--- src/hw/rtl/ico_container_parser_core_macros.svh ---
// Assertion macros for the icon container parser core
`ifndef ICO_CONTAINER_PARSER_CORE_MACROS_SVH
`define ICO_CONTAINER_PARSER_CORE_MACROS_SVH
// assert that a condition implies a consequence in the same cycle
`define ICP_ASSERT_IMPL(lbl, clk, rstn, a, c) \
    lbl: assert property (@(posedge clk) disable iff (!rstn) (a) |-> (c)) \
        else $error("assertion failed");
// assert that a condition implies a consequence in the next cycle
`define ICP_ASSERT_NEXT(lbl, clk, rstn, a, c) \
    lbl: assert property (@(posedge clk) disable iff (!rstn) (a) |=> (c)) \
        else $error("assertion failed");
`endif

--- src/hw/rtl/icp_pkg.sv ---
// Shared types and constants for the icon container parser
package icp_pkg;
    localparam int MAX_ENTRIES_DEF = 256;
    localparam int QDEPTH = 4;
    localparam int RES_Q_DEPTH = 16;

    localparam logic [2:0] K_HDR   = 3'd0;
    localparam logic [2:0] K_INFO  = 3'd1;
    localparam logic [2:0] K_SEEK  = 3'd2;
    localparam logic [2:0] K_FMT   = 3'd3;
    localparam logic [2:0] K_DATA  = 3'd4;
    localparam logic [2:0] K_DONE  = 3'd5;
    localparam logic [2:0] K_ERR   = 3'd6;

    localparam logic [1:0] F_PNG = 2'd0;
    localparam logic [1:0] F_BMP = 2'd1;
    localparam logic [1:0] F_UNK = 2'd2;

    typedef struct packed {
        logic        cmd;
        logic [7:0]  data_byte;
        logic [15:0] entry_index;
    } item_t;

    typedef struct packed {
        logic [2:0]  kind;
        logic [8:0]  image_width;
        logic [8:0]  image_height;
        logic [15:0] bits_per_pixel;
        logic        bgr_order;
        logic [31:0] data_size;
        logic [31:0] data_offset;
        logic [15:0] entry_total;
        logic [1:0]  image_format;
        logic [31:0] bmp_header_size;
        logic [7:0]  out_byte;
        logic        last;
    } result_t;
endpackage

--- src/hw/rtl/icp_outq.sv ---
// Output result queue that absorbs bursts and drives the result channel
module icp_outq #(
    parameter int DEPTH = icp_pkg::RES_Q_DEPTH
) (
    input  logic             clk,
    input  logic             rst_n,
    input  logic             w_valid,
    input  icp_pkg::result_t w_res,
    output logic             w_full,
    output logic             out_valid,
    input  logic             out_stall,
    output icp_pkg::result_t out_res
);
    localparam int AW = $clog2(DEPTH);
    icp_pkg::result_t mem [DEPTH];
    logic [AW-1:0] wr_reg, rd_reg;
    logic [AW:0]   cnt_reg;
    logic pop;

    // hold headroom for a full burst plus the beat in flight
    assign w_full = (cnt_reg > (AW+1)'(DEPTH - 11));
    assign out_valid = (cnt_reg != '0);
    assign pop = out_valid && !out_stall;
    assign out_res = mem[rd_reg];

    always_ff @(posedge clk)
    begin
        if (w_valid)
        begin
            mem[wr_reg] <= w_res;
        end
    end

    always_ff @(posedge clk or negedge rst_n)
    begin
        if (!rst_n)
        begin
            wr_reg <= '0;
            rd_reg <= '0;
            cnt_reg <= '0;
        end
        else
        begin
            if (w_valid)
            begin
                wr_reg <= wr_reg + 1'b1;
            end
            if (pop)
            begin
                rd_reg <= rd_reg + 1'b1;
            end
            cnt_reg <= cnt_reg + (AW+1)'(w_valid) - (AW+1)'(pop);
        end
    end
endmodule

--- config.mk ---
export PLATFORM = sky130hd
export DESIGN_NAME = icp_outq
export DESIGN_NICKNAME = d
export VERILOG_FILES = /design/src/hw/rtl/ico_container_parser_core_macros.svh /design/src/hw/rtl/icp_pkg.sv /design/src/hw/rtl/icp_outq.sv
export SDC_FILE = /design/constraint.sdc
export NUM_CORES = 2
export LEC_CHECK = 0
export BUFFER_PORTS_ARGS = -buffer_cell sky130_fd_sc_hd__buf_4
export CORE_ASPECT_RATIO = 1.1
export CORE_MARGIN = 4
export CORE_UTILIZATION = 35
export CTS_CLUSTER_SIZE = 8
export DETAILED_ROUTE_END_ITERATION = 10
export GPL_TIMING_DRIVEN = 0
export PLACE_DENSITY_LB_ADDON = 0.25
export SYNTH_ARGS = -nofsm -noshare
export SYNTH_HDL_FRONTEND = slang
export SYNTH_SLANG_ARGS = --single-unit
--- constraint.sdc ---
create_clock -name clk -period 19.1 [get_ports clk]
set_clock_uncertainty 0.1 [all_clocks]
set_input_delay 3.82 -clock clk [delete_from_list [all_inputs] [get_ports clk]]
set_output_delay 3.82 -clock clk [all_outputs]
set_load 0.1 [all_outputs]
* Word level (Yosys, flattened, before mapping)
Memories as Yosys holds them, arrays and structs flattened. Cells that the tools add are included.
Word-level totals: RAM bits 2576, word-level logic and storage cells 14, flip-flop bits (word level) 13, ROM bits 0, input port bits 165, output and inout bits 163, memories 1, latch bits 0
Memories:
- mem | depth 16, width 161, read ports 1, clocked after Yosys merged registers in 0, write ports 1, line icp_outq.sv:15 | icp_pkg::result_t mem [DEPTH];
Cells by class: mux-type cells 2, bitwise gates (word level) 0, eq/ne operators 0, reduce and logical (&&, ||, !) cells 3, div/mod/pow operators 0, magnitude comparators 1, shift-type cells 0, add/subtract/negate cells 4, multipliers 0
Operators with widths (number):
- 4-bit by 1-bit adder with 4-bit output (second input constant) | 2
- 5-bit by 1-bit adder with 5-bit output | 1
- 5-bit by 3-bit > comparator with 1-bit output (second input constant) | 1
- 5-bit nonzero test | 1
- 5-bit by 1-bit subtractor with 5-bit output | 1
- 1-bit 2-to-1 mux | 2
- 1-bit logical AND | 1
- 1-bit logical NOT | 1

* Depth between registers and ports, before layout
depth after elaboration 3, depth in mapped cells 12, depth with buffers taken out 12

* Least setup slack after synthesis
Ideal clock, no wire load.
kind input to register, start in w_valid, end mem mem[11][0] (netlist name), enable pin, data required time 18.088 ns, stages on the path 3, setup slack 2.130 ns, library setup time 0.912 ns, arrival time 15.958 ns, buffers on the path 1, cells stage by stage clkbuf_1 -> nand2_1 -> nor3b_1
Between the ends: cells in the longest elaborated chain, start to end 2
RTL lines:
- start, declared | line icp_outq.sv:7 | input logic w_valid,
- 1-bit 2-to-1 mux | line icp_outq.sv:28 | if (w_valid)
- 1-bit 2-to-1 mux (implied by the code) | line icp_outq.sv:30 | mem[wr_reg] <= w_res;
- end, declared | line icp_outq.sv:15
No other way between the ends.

==> summary by stage <==
Drt
Using the TritonRoute via totals, the vias-per-cell ratio works out to 5.43. The routed layout has 50556 vias. Dividing the detail-routed wire length by the instance count gives 29.8 um. Wires add up to 277000 um. The iteration-0 DRC count of the detailed router is 4820. For this run, design rule violations remaining after detail routing come to 0. Once detail routing completed, the nets flagged for antenna violations numbered 0. For this run, the detailed router's first-pass iteration total came to 7.

Global routing
The number of global-route vias before repair was 52155. The global-route usage over all layers is 0.187. The number of antenna violations at the first check in global routing was 54. The largest net degree at the start of global routing is 46. The fraction of met2 tracks used by global routing is 0.309. The met3 track utilization from global routing is 0.0395.

The first global-routing pass estimated 390000 um of wire. The aggregate global routing overflow is 0. For met1 alone, demand over resource in global routing was 0.248. The routing layer with the top usage in global route is met2.

Critical path
The kind of start point of the critical path is a register. For the worst setup path, the data required time is 15180 ps. In this run the worst path has a maximum fanout of 10.

The critical path data arrival time is 4690 ps. The kind of end point of the critical path is an output port. The setup path with the least slack is of type register to output port.

CTS
At the later pin of the worst-skew pair, clock insertion delay measures 840 ps. The H-tree was split into 5 levels. Clock-pin slew was measured on the worst setup and hold paths at 50 ps. The post-cts hold buffer count is 0.

The maximum count of clock buffers along a single path is 4. The number of CTS-inserted buffers is 367. The clock tree from TritonCTS is done. The number of sinks on the clock net is 2589. The number of buffers inserted to repair setup after CTS is 0. The buffer cell driving the clock tree root is sky130_fd_sc_hd__clkbuf_16. Once the clock tree was built, the resizer swapped 0 gates to a different size.

Timing
Setup repair after global routing left no endpoint under its margin. In this run the tightest slew margin relative to its limit is 0.234. The actual slew at the worst max-slew pin is 1140 ps.

Setup slack on the critical path of the routed design comes to 10490 ps. The max-slew violation total from the final report is 0. The final hold violation count is 0. On the final layout, the worst hold slack is 470 ps. The period utilization is 0.451. The worst path in the final design needs a cycle of 8610 ps, including I/O delays and setup. The total setup violations reported at the end of the flow is 0.

Static timing analysis puts the maximum clock frequency at 0.116 GHz.

Synthesis
For this run, the register share of the synthesized area comes to 0.785. In the post-synthesis netlist, the biggest area contributors are sky130_fd_sc_hd__edfxtp_1 (78%), sky130_fd_sc_hd__mux4_2 (7.3%), sky130_fd_sc_hd__mux2i_1 (6.5%). The synthesized net count is 4892. The Yosys step of the flow raised 0 warnings. The instance count of the mapped netlist is 4711.

The netlist uses 35 different library cells. The share of synthesized area in the top cell type comes to 0.782. Synthesis inferred 2589 register bits. The average footprint of a synthesized cell is 21.0 sq um. The largest total area in the synthesized netlist belongs to sky130_fd_sc_hd__edfxtp_1. The total standard cell area after synthesis is 98900 sq um.

Finish
The number of nets in the layout is 5709. In the final layout, the share of cells above drive strength 1 is 0.244. The register with the most flip-flops in the layout has 2576 of them. The synthesis-to-finish area growth is 19.3%. Once layout is complete, the cells apart from fillers number 9307.

Once layout is complete, the utilization of the core stands at 0.420.

Power
The power share of the sequential group is 0.322. For this design the ratio of total power to cell area is 182 nW/um^2. The clock group share of total power is 0.265. The cell internal power dissipation is 12.6 mW. The proportion of total power due to net switching is 0.411.

Summed over all nets, the switching power comes to 8.82 mW. The part of the total power dissipated in combinational logic is 0.413. The leakage power summed over all cells is 39.6 nW. The largest vdd supply drop is 0.000171 V. The post-route total power is 21.5 mW.

Placed design
The number of cells after detailed placement is 8867. The placed wire-length estimate after detailed placement is 172000 um. During placement, the flow inserted port buffers numbering 327.

The post-place setup slack is 11310 ps. The final RePlAce weighted congestion is 0.727.

Job
The number of max-cap violations is 0.

Floorplan
The floorplan die area is 291000 sq um. The core outline area is 281000 sq um. The initial core utilization is 0.352. The number of placement rows is 204.

The horizontal extent of the die is 515 um. For this design the top-level I/O count stands at 328. The height of the die is 566 um.

Run status
The flow ran to the end, and the final reports show no timing, DRC or antenna violations.

Hold path
The worst hold-check path type is register to register.
cell families after synthesis:
group,count (synthesis),synth area share
AO/OA/AOI/OAI,652,0.0494
adder cells (fa/ha/maj),16,0.00210
AND/OR/NAND/NOR,193,0.00793
flip-flops,2589,0.785
XOR/XNOR,9,0.000797
multiplexers,967,0.139
buffers and inverters,285,0.0160
power by group through the flow:
stage	logic (mW)	clock network, mW	registers (mW)
final	8.86	5.69	6.91
after global routing	9.29	6.06	6.94
after CTS	9.03	5.81	6.92
after detailed placement	9.02	0	7.02
after global placement	8.84	0	7.29
after floorplan	6.04	0	7.11
synthesized netlist by cell type:
cell                       instances
sky130_fd_sc_hd__edfxtp_1       2576
sky130_fd_sc_hd__mux2i_1         644
sky130_fd_sc_hd__a221oi_1        322
sky130_fd_sc_hd__mux4_2          322
sky130_fd_sc_hd__nand2_1         167
sky130_fd_sc_hd__o21ai_0         162
sky130_fd_sc_hd__a22oi_1         161
sky130_fd_sc_hd__buf_2           113
sky130_fd_sc_hd__clkbuf_1         94
sky130_fd_sc_hd__buf_6            35
sky130_fd_sc_hd__buf_4            27
sky130_fd_sc_hd__ha_1             15
sky130_fd_sc_hd__and2_1           13
sky130_fd_sc_hd__dfrtp_1          13
sky130_fd_sc_hd__inv_1            12
sky130_fd_sc_hd__xnor2_1           6
sky130_fd_sc_hd__nor2_1            3
sky130_fd_sc_hd__nor3b_1           3
sky130_fd_sc_hd__xor2_1            3
sky130_fd_sc_hd__a21o_1            2
sky130_fd_sc_hd__a21oi_1           2
sky130_fd_sc_hd__clkbuf_4          2
sky130_fd_sc_hd__nand3_1           2
sky130_fd_sc_hd__a31oi_1           1
sky130_fd_sc_hd__a32oi_1           1
sky130_fd_sc_hd__and3_1            1
sky130_fd_sc_hd__and4_1            1
sky130_fd_sc_hd__buf_1             1
sky130_fd_sc_hd__fa_1              1
sky130_fd_sc_hd__inv_2             1
sky130_fd_sc_hd__mux2_2            1
sky130_fd_sc_hd__nand4_1           1
sky130_fd_sc_hd__nor2b_1           1
sky130_fd_sc_hd__nor3_1            1
sky130_fd_sc_hd__o21bai_1          1
critical path: stages (launching register included):
cell and delay [ps]:
sky130_fd_sc_hd__dfrtp_1 310, sky130_fd_sc_hd__buf_2 500, sky130_fd_sc_hd__inv_2 400, sky130_fd_sc_hd__clkbuf_2 590
sky130_fd_sc_hd__clkbuf_1 580, sky130_fd_sc_hd__a221oi_1 550, sky130_fd_sc_hd__o21ai_0 150, sky130_fd_sc_hd__nand2_1 340
sky130_fd_sc_hd__buf_4 370
final cells by class:
class / count / area, sq um
well taps: 3708 / 4640
clock buffers: 395 / 9460
repair buffers: 448 / 4630
plain buffers: 272 / 1540
multi-input cells: 1837 / 19700
fillers: 24384 / 163000
diodes: 25 / 62.6
flip-flops and latches: 2589 / 77700
clock inverters: 20 / 284
inverters: 13 / 48.8
stage by stage:
step | TNS (ps) | area, sq um
after global placement | -6637730 | 106000
after global routing | 0 | 118000
after CTS | 0 | 118000
after detailed placement | 0 | 108000
final | 0 | 118000
after floorplan | 0 | 98900
placed cells by master (no fill, tap or decap), types with 6 or more instances in the layout:
cell                        instances
sky130_fd_sc_hd__buf_2            113
sky130_fd_sc_hd__buf_6             90
sky130_fd_sc_hd__ha_1              15
sky130_fd_sc_hd__buf_16            47
sky130_fd_sc_hd__clkbuf_16        375
sky130_fd_sc_hd__diode_2           25
sky130_fd_sc_hd__nand2_1          167
sky130_fd_sc_hd__a22oi_1          161
sky130_fd_sc_hd__dfrtp_1           13
sky130_fd_sc_hd__and2_4            12
sky130_fd_sc_hd__inv_6              7
sky130_fd_sc_hd__mux2i_1          644
sky130_fd_sc_hd__xnor2_1            6
sky130_fd_sc_hd__buf_4            360
sky130_fd_sc_hd__inv_1             12
sky130_fd_sc_hd__buf_8              9
sky130_fd_sc_hd__mux4_2           322
sky130_fd_sc_hd__o21ai_0          162
sky130_fd_sc_hd__a221oi_1         322
sky130_fd_sc_hd__clkbuf_1         111
sky130_fd_sc_hd__edfxtp_1        2576
path summary, 6_finish.rpt:
| kind | slack, ps | start | endpoint | cells after the start |
|---|---|---|---|---|
| worst max-delay path | 10490 | rd_reg[3]$_DFFE_PN0P_ | out_res[110] | 8 |
| worst min-delay path | 470 | wr_reg[0]$_DFFE_PN0P_ | wr_reg[0]$_DFFE_PN0P_ | 1 |
| worst max register to register | 15840 | wr_reg[0]$_DFFE_PN0P_ | mem[3][98]$_DFFE_PP_ | 8 |
| worst min register to register | 470 | wr_reg[0]$_DFFE_PN0P_ | wr_reg[0]$_DFFE_PN0P_ | 1 |
| max in group asynchronous | 15950 | rst_n | wr_reg[1]$_DFFE_PN0P_ | 1 |
| min in group asynchronous | 2740 | rst_n | cnt_reg[3]$_DFF_PN0_ | 1 |
per-layer routing:
metal  wire, um  vias up
met5        136        -
met4       7820       22
met3      17700      399
met2     136000     1623
met1     116000    27089
li1           -    21423
Power figures use the tool's default switching activity.
