$ cat src/hw/rtl/ico_container_parser_core_macros.svh
// Assertion macros for the icon container parser core
`ifndef ICO_CONTAINER_PARSER_CORE_MACROS_SVH
`define ICO_CONTAINER_PARSER_CORE_MACROS_SVH
// assert that a condition implies a consequence in the same cycle
`define ICP_ASSERT_IMPL(lbl, clk, rstn, a, c) \
    lbl: assert property (@(posedge clk) disable iff (!rstn) (a) |-> (c)) \
        else $error("assertion failed");
// assert that a condition implies a consequence in the next cycle
`define ICP_ASSERT_NEXT(lbl, clk, rstn, a, c) \
    lbl: assert property (@(posedge clk) disable iff (!rstn) (a) |=> (c)) \
        else $error("assertion failed");
`endif

$ cat src/hw/rtl/icp_pkg.sv
// Shared types and constants for the icon container parser
package icp_pkg;
    localparam int MAX_ENTRIES_DEF = 256;
    localparam int QDEPTH = 4;
    localparam int RES_Q_DEPTH = 16;

    localparam logic [2:0] K_HDR   = 3'd0;
    localparam logic [2:0] K_INFO  = 3'd1;
    localparam logic [2:0] K_SEEK  = 3'd2;
    localparam logic [2:0] K_FMT   = 3'd3;
    localparam logic [2:0] K_DATA  = 3'd4;
    localparam logic [2:0] K_DONE  = 3'd5;
    localparam logic [2:0] K_ERR   = 3'd6;

    localparam logic [1:0] F_PNG = 2'd0;
    localparam logic [1:0] F_BMP = 2'd1;
    localparam logic [1:0] F_UNK = 2'd2;

    typedef struct packed {
        logic        cmd;
        logic [7:0]  data_byte;
        logic [15:0] entry_index;
    } item_t;

    typedef struct packed {
        logic [2:0]  kind;
        logic [8:0]  image_width;
        logic [8:0]  image_height;
        logic [15:0] bits_per_pixel;
        logic        bgr_order;
        logic [31:0] data_size;
        logic [31:0] data_offset;
        logic [15:0] entry_total;
        logic [1:0]  image_format;
        logic [31:0] bmp_header_size;
        logic [7:0]  out_byte;
        logic        last;
    } result_t;
endpackage

$ cat src/hw/rtl/icp_front.sv
// Input front end: a short queue of accepted items
module icp_front #(
    parameter int DEPTH = icp_pkg::QDEPTH
) (
    input  logic           clk,
    input  logic           rst_n,
    input  logic           in_valid,
    output logic           in_stall,
    input  icp_pkg::item_t in_item,
    output logic           q_valid,
    input  logic           q_take,
    output icp_pkg::item_t q_item
);
    localparam int AW = (DEPTH > 1) ? $clog2(DEPTH) : 1;
    icp_pkg::item_t mem [DEPTH];
    logic [AW-1:0] wr_reg, rd_reg;
    logic [AW:0]   cnt_reg;
    logic push, pop;

    assign in_stall = (cnt_reg == (AW+1)'(DEPTH));
    assign push = in_valid && !in_stall;
    assign q_valid = (cnt_reg != '0);
    assign pop = q_take && q_valid;
    assign q_item = mem[rd_reg];

    always_ff @(posedge clk)
    begin
        if (push)
        begin
            mem[wr_reg] <= in_item;
        end
    end

    always_ff @(posedge clk or negedge rst_n)
    begin
        if (!rst_n)
        begin
            wr_reg <= '0;
            rd_reg <= '0;
            cnt_reg <= '0;
        end
        else
        begin
            if (push)
            begin
                wr_reg <= (wr_reg == AW'(DEPTH-1)) ? '0 : wr_reg + 1'b1;
            end
            if (pop)
            begin
                rd_reg <= (rd_reg == AW'(DEPTH-1)) ? '0 : rd_reg + 1'b1;
            end
            cnt_reg <= cnt_reg + (AW+1)'(push) - (AW+1)'(pop);
        end
    end
endmodule

$ cat config.mk
export PLATFORM = sky130hd
export DESIGN_NAME = icp_front
export DESIGN_NICKNAME = d
export VERILOG_FILES = /design/src/hw/rtl/ico_container_parser_core_macros.svh /design/src/hw/rtl/icp_pkg.sv /design/src/hw/rtl/icp_front.sv
export SDC_FILE = /design/constraint.sdc
export NUM_CORES = 1
export LEC_CHECK = 0
export ABC_AREA = 1
export ABC_CLOCK_PERIOD_IN_PS = 3000
export BUFFER_PORTS_ARGS = -buffer_cell sky130_fd_sc_hd__buf_4
export CORE_UTILIZATION = 29
export CTS_CLUSTER_DIAMETER = 30
export DETAILED_ROUTE_END_ITERATION = 10
export HOLD_SLACK_MARGIN = 0.1
export SETUP_SLACK_MARGIN = 0.15
export SLEW_MARGIN = 20
export SYNTH_ARGS = -nofsm -noshare
export SYNTH_HDL_FRONTEND = slang
export SYNTH_SLANG_ARGS = --single-unit
$ cat constraint.sdc
create_clock -name clk -period 3 [get_ports clk]
set_input_delay 0.15 -clock clk [delete_from_list [all_inputs] [get_ports clk]]
set_output_delay 0.15 -clock clk [all_outputs]
set_load 0.005 [all_outputs]
== Word-level counts from Yosys, hierarchy flattened ==
Memory sizes are Yosys's and may differ from the RTL's.
Index checks and enable logic that the tools add are counted.
Storage, ports and cells
  register bits after elaboration: 7
  bits in writable memories: 100
  input port bits: 29
  output and inout port bits: 27
  logic and storage cells: 19
  memories: 1
Cells by class
  add/sub/neg operators: 4
  equal/unequal tests: 3
  muxes and demuxes: 4
  reductions and logical operators: 4
Memories
  mem: depth 4, bits a word 25, rd ports 1, clocked after memory_dff 0, write ports 1, line icp_front.sv:15  | icp_pkg::item_t mem [DEPTH];
Operators by type and width (number)
  $add 2x1->2 const B: 2
  $eq 2x2->1 const B: 2
  $mux 2: 2
  $add 3x1->3: 1
  $eq 3x3->1 const B: 1
  $reduce_bool 3->1: 1
  $sub 3x1->3: 1
  $logic_and 1x1->1: 2
  $mux 1: 2
  $logic_not 1->1: 1

== Depth between registers and ports, before layout ==
Gate-level depths: netlist of run 1.
  depth after elaboration: 5
  gate-level depth with buffers: 12
  gate-level depth less buffers: 12

== Worst setup path before layout of run 1 ==
Ideal clock, no wire load.
  path kind: register to register
  start: register cnt_reg[1]
  end: memory mem[3][0] in the netlist's numbering, enable pin
  setup time: 0.407 ns
  arrival: 1.754 ns
  data required time: 2.593 ns
  path slack: 0.839 ns
  cell stages (with the launch flop): 5
  buffers on the path: 0
  clock period less this slack: 2.161 ns
  path through: dfrtp_1 -> nor2_1 -> nand2_1 -> nand2_2 -> nor2_1
On the way
  word-level cells in the longest chain between the ends: 5
Ends and longest elaborated chain
  from (decl): line icp_front.sv:17  | logic [AW:0] cnt_reg;
  from (signal assigned): line icp_front.sv:52  | cnt_reg <= cnt_reg + (AW+1)'(push) - (AW+1)'(pop);
  $eq 3x3->1: line icp_front.sv:20  | assign in_stall = (cnt_reg == (AW+1)'(DEPTH));
  $logic_not 1->1: line icp_front.sv:21  | assign push = in_valid && !in_stall;
  $logic_and 1x1->1: line icp_front.sv:21
  $mux 1: line icp_front.sv:28  | if (push)
  $mux 1 (implied by the code): line icp_front.sv:30  | mem[wr_reg] <= in_item;
  to (decl): line icp_front.sv:15
Every way passes these cells.

== Worst setup path in the final report of run 1 ==
  start: register cnt_reg[1]
  end: register cnt_reg[2]
On the way
  word-level cells in the longest chain between the ends: 5
  elaborated cells on any way between the ends: 7
  classes of those cells: add/sub: 2; eq/ne: 1; reduce/logical: 4
Ends and longest elaborated chain (line)
  $eq 3x3->1: icp_front.sv:20
  $logic_not 1->1: icp_front.sv:21
  $logic_and 1x1->1: icp_front.sv:21
  $add 3x1->3: icp_front.sv:52
  $sub 3x1->3 *: icp_front.sv:52
Mark *: on every way between the ends. The rest lies on a longest branch, timed or not.
A chain may end at the register's enable or synchronous reset.

==> metrics.cfg, run 1 <==
[worst_setup_path]
worst-r2r-cell-count=10
crit_type=reg -> reg
timing.reg2reg.setup_slack_ps=900
cp.required_ps=3240
end_kind=register
worst_ep_arrival_time_ps=2340
rr_endpoint=cnt_reg[2]$_DFF_PN0_
worstSetupStartpointType=register
crit_path_max_fanout=7
r2r-start=cnt_reg[1]$_DFF_PN0_

[yosys]
post-synth-top-count-cell=sky130_fd_sc_hd__edfxtp_1
syn_inst=350
synth_area_mm2=0.00448
synthesis.area_per_instance_um2=12.8
netlist-cell-type-count=15
area_share_of_the_largest_cell_type_after_synthesis_pct=67.0
yosys_register_bits=107
async_s_r_ff_share_synth_pct=6.54
synth_largest_area_cell=sky130_fd_sc_hd__edfxtp_1
synth-edff-count=100
synth_common_cells=sky130_fd_sc_hd__edfxtp_1 (100), sky130_fd_sc_hd__nand2_1 (91), sky130_fd_sc_hd__inv_1 (64)
synth_flop_cell=sky130_fd_sc_hd__edfxtp_1
mappedNetlistNets=387
synth_sequential_area_ratio_pct=70.9
post_synth_main_area_contributors=sky130_fd_sc_hd__edfxtp_1 (67%), sky130_fd_sc_hd__nand2_1 (7.6%), sky130_fd_sc_hd__o211ai_1 (6.7%)
yosysWarningCount=0

[floorplan]
start_util_pct=29.6
fp.dieW_um=126
core_mm2=0.0151
top_level_ports=56
std_cell_rows=45
die_area_mm2=0.0159
floorplan.die.height_um=126

[cts]
postCtsHoldBufs=28
cts_setup_buffers=0
ctsResizeCount=0
cts_tree=built
clk_latency_ps=340
cts_root_buf=sky130_fd_sc_hd__clkbuf_16
cts_htree_levels=3
clock_sink_count=107
path_clk_slew_ps=70
ctsLongestPathBuffers=2
cts_buffers=9

[global_routing]
global_route_wire_length_before_repair_um=13700
antenna_violations_before_repair=0
globalRouteOverflowTotal=0
pin_count_of_the_biggest_net_entering_global_routing=60
globalRouteTotalUtil_pct=11.3
first_global_vias=2673

[timing]
achievable-frequency_ghz=0.475
setup_total_negative_slack_ps=0
rsz0062_at_grt=no
max-slew-margin-rel_pct=43.8
setup_viol=0
maxSlewViolCount=0
min_period_ps=2100
final_hold_viol_count=0
max_slew.worst_pin.slew_ps=841
fin_ws_ps=895
skew_ps=8.06
period_share_pct=70.2

[routing]
drc=0
first_iter_violations=121
route.detailed.wl_per_inst_um=13.4
firstDrtPassIters=4
totalWireLength_um=8350
detail_route.vias_per_cell=4.30
detailroute.via_count=2684
drt.antenna.violating_nets=0

[layout]
num_antenna_cells=0
synthesis_to_finish_area_growth_pct=25.9
fillerInstances=1461
final_stage_net_count=468
instances_no_fill=624
final_layout_size_suffix_gt1_share_pct=20.4
largest_reg_flops=100

[pwr]
leakage_nw=2.28
internal_power_w=0.00337
p_clk_share_pct=22.4
peakVddDrop_v=0.000380
power.combinational.fraction_pct=33.9
fin_total_pwr_w=0.00502
power_per_cell_area_mw_per_mm2=891
power.share.sequential_pct=43.7
swShare_pct=32.9
power.switching_w=0.00165

[flow_run]
max_cap_viol_count=0

[placement]
post-dp-hpwl_um=5120
port-buffer-count=55
gp_congestion=0.712
dp_slack_ps=903
dp_cells=580

[worst_hold_path]
min_path_type=in -> async

[status]
status=completed

-- worst max-delay path, stage by stage (launching register included) --
cell                      delay [ps]
sky130_fd_sc_hd__dfrtp_1         430
sky130_fd_sc_hd__nor2_1          150
sky130_fd_sc_hd__nand2_1         130
sky130_fd_sc_hd__nand2_2         240
sky130_fd_sc_hd__ha_1            280
sky130_fd_sc_hd__inv_1            60
sky130_fd_sc_hd__ha_1            140
sky130_fd_sc_hd__inv_1            50
sky130_fd_sc_hd__fa_1            370
sky130_fd_sc_hd__nand3_1          90
sky130_fd_sc_hd__nand2_1          50
-- per-layer routing --
metal	share of wire, %	GRT usage, %	wire, um	up-vias
met5	0	0	0	-
met4	1.4	3.83	119	0
met3	3.8	3.14	316	12
met2	48	19.1	4050	49
met1	46	13.8	3860	1274
li1	-	-	-	1349
-- power groups by stage --
stage	combinational [W]	sequential, W	clock (W)
after global placement	0.00170	0.00221	0
final	0.00170	0.00220	0.00113
after global routing	0.00194	0.00224	0.00121
after floorplan	0.00114	0.00209	0
after detailed placement	0.00173	0.00223	0
after CTS	0.00177	0.00220	0.00115
-- cells in the final DEF, fill, tap and decap left out, drive strengths merged --
cell / n
nand3: 5
edfxtp: 100
nor2: 7
buf: 58
o211ai: 50
dlygate4sd3: 28
bufinv: 1
dfrtp: 7
nand2: 92
clkinv: 4
inv: 65
clkbuf: 10
fa: 1
ha: 7
clkinvlp: 1
-- area by class of cell --
type                    count  area [um2]  area share [%]
multi-input cells         162         962            17.1
flip-flops and latches    107        3180            56.4
well taps                 188         235            4.17
clock buffers              10         229            4.06
repair buffers             86         728            12.9
clock inverters             6        56.3           0.998
inverters                  65         246            4.37
-- worst max path at each step --
| stage | start | end | cells after the start |
|---|---|---|---|
| global placement | cnt_reg[1]$_DFF_PN0_ | cnt_reg[2]$_DFF_PN0_ | 10 |
| finish | cnt_reg[1]$_DFF_PN0_ | cnt_reg[2]$_DFF_PN0_ | 10 |
| CTS | rd_reg[1]$_DFFE_PN0P_ | q_item[24] | 4 |
| floorplan | cnt_reg[1]$_DFF_PN0_ | mem[3][0]$_DFFE_PP_ | 4 |
| detailed placement | cnt_reg[1]$_DFF_PN0_ | cnt_reg[2]$_DFF_PN0_ | 10 |
| global route | cnt_reg[1]$_DFF_PN0_ | cnt_reg[2]$_DFF_PN0_ | 10 |
-- through the flow --
stage / area (um2) / utilization, % / hold WS (ps)
finish: 5640 / 37.2 / 149
detailed placement: 5070 / 33.5 / -31.3
global route: 5640 / 37.2 / 149
global placement: 5070 / 33.5 / -34.5
floorplan: 4480 / - / -146
CTS: 5640 / 37.2 / 138
-- cell families (layout without fill, tap and decap cells) --
family,Yosys count,in the layout,share of synthesized area [%]
buf+inv,81,167,8.24
fa+ha+maj,8,8,2.40
compound gates,50,50,9.50
simple gates,104,104,8.91
flops,107,107,70.9
(Power assumes the default switching activity.)
==> inputs of run 2 (changes only) <==
- ABC_CLOCK_PERIOD_IN_PS: 3000 -> 2000
- clock period: 3 -> 2 ns (I/O delays scaled with it)
==> run 2 against run 1 <==
  * Worst hold slack worse by 45 ps
  * Non-clock buffer count is 19 higher
  * Clock-buffer cell count stayed put
  * Final area is 3.8% higher
  * Routed wire length is 8.1% higher
  * Highest routed layer unchanged
==> metrics.cfg, run 2 (same netlist as run 1, synthesis figures left out) <==
[status]
status=completed

[timing]
max-slew-margin-rel_pct=74.2
rsz0062_at_grt=yes
skew_ps=10.3
fin_ws_ps=90.1
final_hold_viol_count=0
period_share_pct=95.5
finalHoldWorstSlack_ps=104
setup_viol=0
maxSlewViolCount=0
min_period_ps=1910
achievable-frequency_ghz=0.524
max_slew.worst_pin.slew_ps=387

[worst_setup_path]
timing.reg2reg.setup_slack_ps=90
worstSetupStartpointType=register
end_kind=register
crit_path_max_fanout=2
critical_path.endpoint=cnt_reg[1]$_DFF_PN0_
rr_endpoint=cnt_reg[1]$_DFF_PN0_
worst_ep_arrival_time_ps=2150
critical_path.max_stage_delay_ps=540
r2r-start=cnt_reg[0]$_DFF_PN0_
worstPathCellList=nor2_2 -> nand2_2 -> nand2_2 -> inv_2 -> ha_4 -> inv_4 -> ha_4 -> inv_2 -> fa_2 -> inv_1
worst-r2r-cell-count=10
cp.required_ps=2240
timing.critical_path.from=cnt_reg[0]$_DFF_PN0_
crit_type=reg -> reg
crit_path_top_delay_cell=sky130_fd_sc_hd__fa_2

[placement]
post-dp-hpwl_um=5410
gp_congestion=0.729
port-buffer-count=55
dp_slack_ps=46.1

[routing]
totalWireLength_um=9020
drt.antenna.violating_nets=0
first_iter_violations=123
drc=0
detail_route.vias_per_cell=4.32
route.detailed.wl_per_inst_um=14.1
firstDrtPassIters=4
detailroute.via_count=2776

[global_routing]
antenna_violations_before_repair=0
global_route_wire_length_before_repair_um=14300
first_global_vias=2848
globalRouteTotalUtil_pct=11.8
globalRouteOverflowTotal=0
pin_count_of_the_biggest_net_entering_global_routing=26

[layout]
seqCellArea_mm2=0.00318
area_taken_by_multi_input_logic_gates_mm2=0.00100
final_common_cell=sky130_fd_sc_hd__edfxtp_1
final_cell_mix=sky130_fd_sc_hd__edfxtp_1 (100), sky130_fd_sc_hd__nand2_1 (88), sky130_fd_sc_hd__buf_4 (73)
fillerInstances=1446
num_antenna_cells=0
final_layout_size_suffix_gt1_share_pct=26.0
largest_reg_flops=100
final_stage_net_count=487
synthesis_to_finish_area_growth_pct=30.6
fin_util_pct=38.6

[cts]
clk_latency_ps=340
ctsLongestPathBuffers=2
cts_tree=built
clock_sink_count=107
path_clk_slew_ps=70
cts_root_buf=sky130_fd_sc_hd__clkbuf_16
cts_htree_levels=3
cts_buffers=9

[pwr]
fin_total_pwr_w=0.00796
peakVddDrop_v=0.000525
power.switching_w=0.00264
leakage_nw=2.38
swShare_pct=33.2
power_per_cell_area_mw_per_mm2=1360
power.share.sequential_pct=39.9
p_clk_share_pct=21.3
internal_power_w=0.00532
power.combinational.fraction_pct=38.8

[floorplan]
floorplan.die.height_um=126
std_cell_rows=45
start_util_pct=29.6
fp.dieW_um=126
die_area_mm2=0.0159
core_mm2=0.0151
top_level_ports=56

[flow_run]
max_cap_viol_count=0

[worst_hold_path]
min_path_type=in -> async

[run 2: repair_timing]
action                                 CTS  global route
gates resized for setup                  1            11
hold buffers                            28             0
setup endpoints to repair               10             3
cloned                                   0             0
setup buffers                            3             3
pin swaps                                4             9
endpoints found under the hold margin  111             0
[run 2: critical path, delay by kind of cell (launching register included)]
family	cells	cell delay (ps)
and+or+nand+nor	3	350
DFF	1	400
adders and majority gates	3	890
buffers and inverters	4	160
[run 2: worst min path at each step]
stage	end	slack (ps)
after global routing	cnt_reg[2]$_DFF_PN0_	110
after detailed placement	cnt_reg[2]$_DFF_PN0_	-80
final	cnt_reg[2]$_DFF_PN0_	100
after global placement	cnt_reg[0]$_DFF_PN0_	-80
after CTS	cnt_reg[2]$_DFF_PN0_	100
after floorplan	cnt_reg[0]$_DFF_PN0_	-200
[run 2: stage by stage]
| step | TNS [ps] | cell area [um2] | std cells |
|---|---|---|---|
| after CTS | 0 | 5780 | 639 |
| final | 0 | 5850 | 642 |
| after detailed placement | 0 | 5190 | 593 |
| after global routing | 0 | 5850 | 642 |
| after floorplan | -15150 | 4480 | 350 |
| after global placement | 0 | 5190 | 593 |
[run 2: layout make-up]
type	count	share of cell area (%)
Clock buffer	10	3.91
Clock inverter	5	0.941
Inverter	65	4.25
Multi-Input combinational cell	162	17.2
Sequential cell	107	54.4
Tap cell	188	4.02
Timing Repair Buffer	105	15.3
[run 2: power by group through the flow]
stage | clock network [W] | registers [W] | logic [W]
2_1_floorplan | 0 | 0.00313 | 0.00172
3_3_place_gp | 0 | 0.00327 | 0.00277
3_5_place_dp | 0 | 0.00330 | 0.00282
4_1_cts | 0.00173 | 0.00320 | 0.00300
5_1_grt | 0.00182 | 0.00322 | 0.00346
6_report | 0.00170 | 0.00318 | 0.00309
[run 2: routing by layer]
metal,share of wire [%],track usage (%),wire (um),vias to the layer above
li1,-,-,-,1386
met1,45,13.9,4030,1313
met2,50,20.7,4470,61
met3,4.1,3.19,374,16
met4,1.6,4.04,148,0
met5,0,0,0,-
==> inputs of run 3 (changes only) <==
- CORE_UTILIZATION: 29 -> 53
- PLACE_DENSITY: not set -> 0.74
==> run 3 against run 2 <==
  * Core utilization grew 32 points
  * Sequential cell count is the same
  * Global-route usage grew 8.0 points
  * Fmax grew 1.4%
  * Total power shrank 4.4%
  * Routed wire length shrank 9.7%
  * Clock-buffer cell count shrank 1
  * Die area shrank 45%
  * Setup slack gained 26 ps
  * Critical endpoint unchanged
  * First-iteration DRC count grew 12%
  * Sequential share of layout area grew 0.78 points
  * Sequential power is essentially flat
==> metrics.cfg, run 3 (same netlist as run 1, synthesis figures left out) <==
[worst_setup_path]
worst_path_most_repeated_cell=sky130_fd_sc_hd__inv_2
rr_endpoint=cnt_reg[1]$_DFF_PN0_
timing.critical_path.from=cnt_reg[0]$_DFF_PN0_
crit_path_max_fanout=2
timing.reg2reg.setup_slack_ps=120
critical-path-top-delay-family=adder cells
cp.required_ps=2270
critical_path_stages=10
worst_ep_arrival_time_ps=2150
critical_path.endpoint=cnt_reg[1]$_DFF_PN0_
end_kind=register
critical_path.max_stage_delay_ps=560
worst-r2r-cell-count=10
worstSetupStartpointType=register
timing.critical_path.buf_inv=4
worstPathCellList=nor2_2 -> nand2_2 -> nand2_2 -> inv_2 -> ha_4 -> inv_2 -> ha_4 -> inv_2 -> fa_2 -> inv_2
crit_type=reg -> reg
r2r-start=cnt_reg[0]$_DFF_PN0_
crit_path_top_delay_cell=sky130_fd_sc_hd__fa_2

[global_routing]
pin_count_of_the_biggest_net_entering_global_routing=36
globalRouteTotalUtil_pct=19.8
antenna_violations_before_repair=0
first_global_vias=2715
global_route_wire_length_before_repair_um=12700
globalRouteOverflowTotal=0

[placement]
gp_congestion=0.761
dp_slack_ps=50.5
placedInstanceArea_mm2=0.00508
post-dp-hpwl_um=4660
dp_cells=505
port-buffer-count=55

[cts]
cts_root_buf=sky130_fd_sc_hd__clkbuf_8
cts_buffers=9
cts_tree=built
path_clk_slew_ps=100
ctsLongestPathBuffers=2
clk_latency_ps=360
clock_sink_count=107
cts_htree_levels=3

[routing]
drc=0
detail_route.vias_per_cell=4.99
drt.antenna.violating_nets=0
firstDrtPassIters=4
totalWireLength_um=8150
first_iter_violations=138
route.detailed.wl_per_inst_um=14.4
detailroute.via_count=2826

[floorplan]
std_cell_rows=33
die_area_mm2=0.00882
start_util_pct=54.5
floorplan.die.height_um=93.9
fp.dieW_um=93.9
top_level_ports=56
core_mm2=0.00822

[status]
status=completed

[flow_run]
max_cap_viol_count=0

[pwr]
fin_total_pwr_w=0.00762
peakVddDrop_v=0.000863
leakage_nw=2.38
power_per_cell_area_mw_per_mm2=1320

[timing]
min_period_ps=1880
max-slew-margin-rel_pct=77.3
finalHoldWorstSlack_ps=477
achievable-frequency_ghz=0.531
rsz0062_at_grt=yes
final_hold_viol_count=0
max_slew.worst_pin.slew_ps=339
maxSlewViolCount=0
fin_ws_ps=116
setup_viol=0
skew_ps=5.38
period_share_pct=94.2

[layout]
final_layout_size_suffix_gt1_share_pct=29.3
largest_reg_flops=100
seqCellArea_mm2=0.00318
final_common_cell=sky130_fd_sc_hd__edfxtp_1
fillerInstances=527
final_cell_mix=sky130_fd_sc_hd__edfxtp_1 (100), sky130_fd_sc_hd__nand2_1 (83), sky130_fd_sc_hd__buf_4 (70)
num_antenna_cells=0
layout.cell_area.non_filler_mm2=0.00577
final_stage_net_count=493
synthesis_to_finish_area_growth_pct=28.9
area_taken_by_multi_input_logic_gates_mm2=0.00102
instances_no_fill=566

[worst_hold_path]
min_path_type=in -> reg

## run 3: changes by cell type in the layout (fill, tap and decap cells not counted), moves of 2 or more
cell and change:
sky130_fd_sc_hd__clkinv_1 -2, sky130_fd_sc_hd__inv_2 +3, sky130_fd_sc_hd__clkinv_2 +3, sky130_fd_sc_hd__buf_12 +3, sky130_fd_sc_hd__nand2_1 -5, sky130_fd_sc_hd__inv_1 -2, sky130_fd_sc_hd__clkinvlp_4 +2, sky130_fd_sc_hd__clkbuf_16 -9
sky130_fd_sc_hd__clkbuf_8 +9, sky130_fd_sc_hd__buf_4 -3, sky130_fd_sc_hd__buf_6 +5, sky130_fd_sc_hd__nand2_2 +5
## run 3: worst min path at each step
stage | cells after the start | from | slack (ps) | to
6_report | 2 | in_item[12] | 480 | mem[3][12]$_DFFE_PP_
5_1_grt | 2 | in_item[20] | 460 | mem[2][20]$_DFFE_PP_
4_1_cts | 2 | in_item[18] | 460 | mem[3][18]$_DFFE_PP_
3_5_place_dp | 1 | rst_n | -80 | wr_reg[0]$_DFFE_PN0P_
3_3_place_gp | 1 | rst_n | -90 | wr_reg[0]$_DFFE_PN0P_
2_1_floorplan | 0 | rst_n | -200 | cnt_reg[0]$_DFF_PN0_
## run 3: through the flow
stage	TNS (ps)	util, %
after floorplan	-15150	-
after CTS	0	69.0
after detailed placement	0	61.9
after global routing	0	70.2
final	0	70.2
after global placement	0	61.9
## run 3: worst register-to-register path, cell delays in order, from the launching register on
cell and delay (ps):
sky130_fd_sc_hd__dfrtp_1 400, sky130_fd_sc_hd__nor2_2 160, sky130_fd_sc_hd__nand2_2 80, sky130_fd_sc_hd__nand2_2 80, sky130_fd_sc_hd__inv_2 50, sky130_fd_sc_hd__ha_4 230
sky130_fd_sc_hd__inv_2 60, sky130_fd_sc_hd__ha_4 120, sky130_fd_sc_hd__inv_2 30, sky130_fd_sc_hd__fa_2 560, sky130_fd_sc_hd__inv_2 30
## run 3: metal layers
layer / part of all wire [%] / up-vias / GRT usage (%)
met3: 4.4 / 9 / 5.83
met2: 51 / 74 / 33.8
met5: 0 / - / 0
li1: - / 1398 / -
met4: 1.3 / 0 / 6.67
met1: 43 / 1345 / 24.0
## run 3: timing repair
item | in CTS | in global routing
hold buffers | 29 | 0
gates resized for setup | 2 | 22
setup endpoints to repair | 17 | 13
hold endpoints to repair | 111 | 0
buffers inserted | 12 | 4
pin swaps | 5 | 11
## run 3: where the power goes
group	total [W]	switching, W	internal, W
Clock	0.00125	0.000680	0.000573
Sequential	0.00320	0.000242	0.00296
Combinational	0.00316	0.00166	0.00151
Total	0.00762	0.00258	0.00504
## run 3: final cells by class
type                    instances  share of cell area, %
clock buffers                   9                   2.15
clock inverters                 7                   1.19
inverters                      65                   4.27
multi-input cells             162                   17.6
flip-flops and latches        107                   55.1
well taps                     105                   2.28
repair buffers                111                   17.3
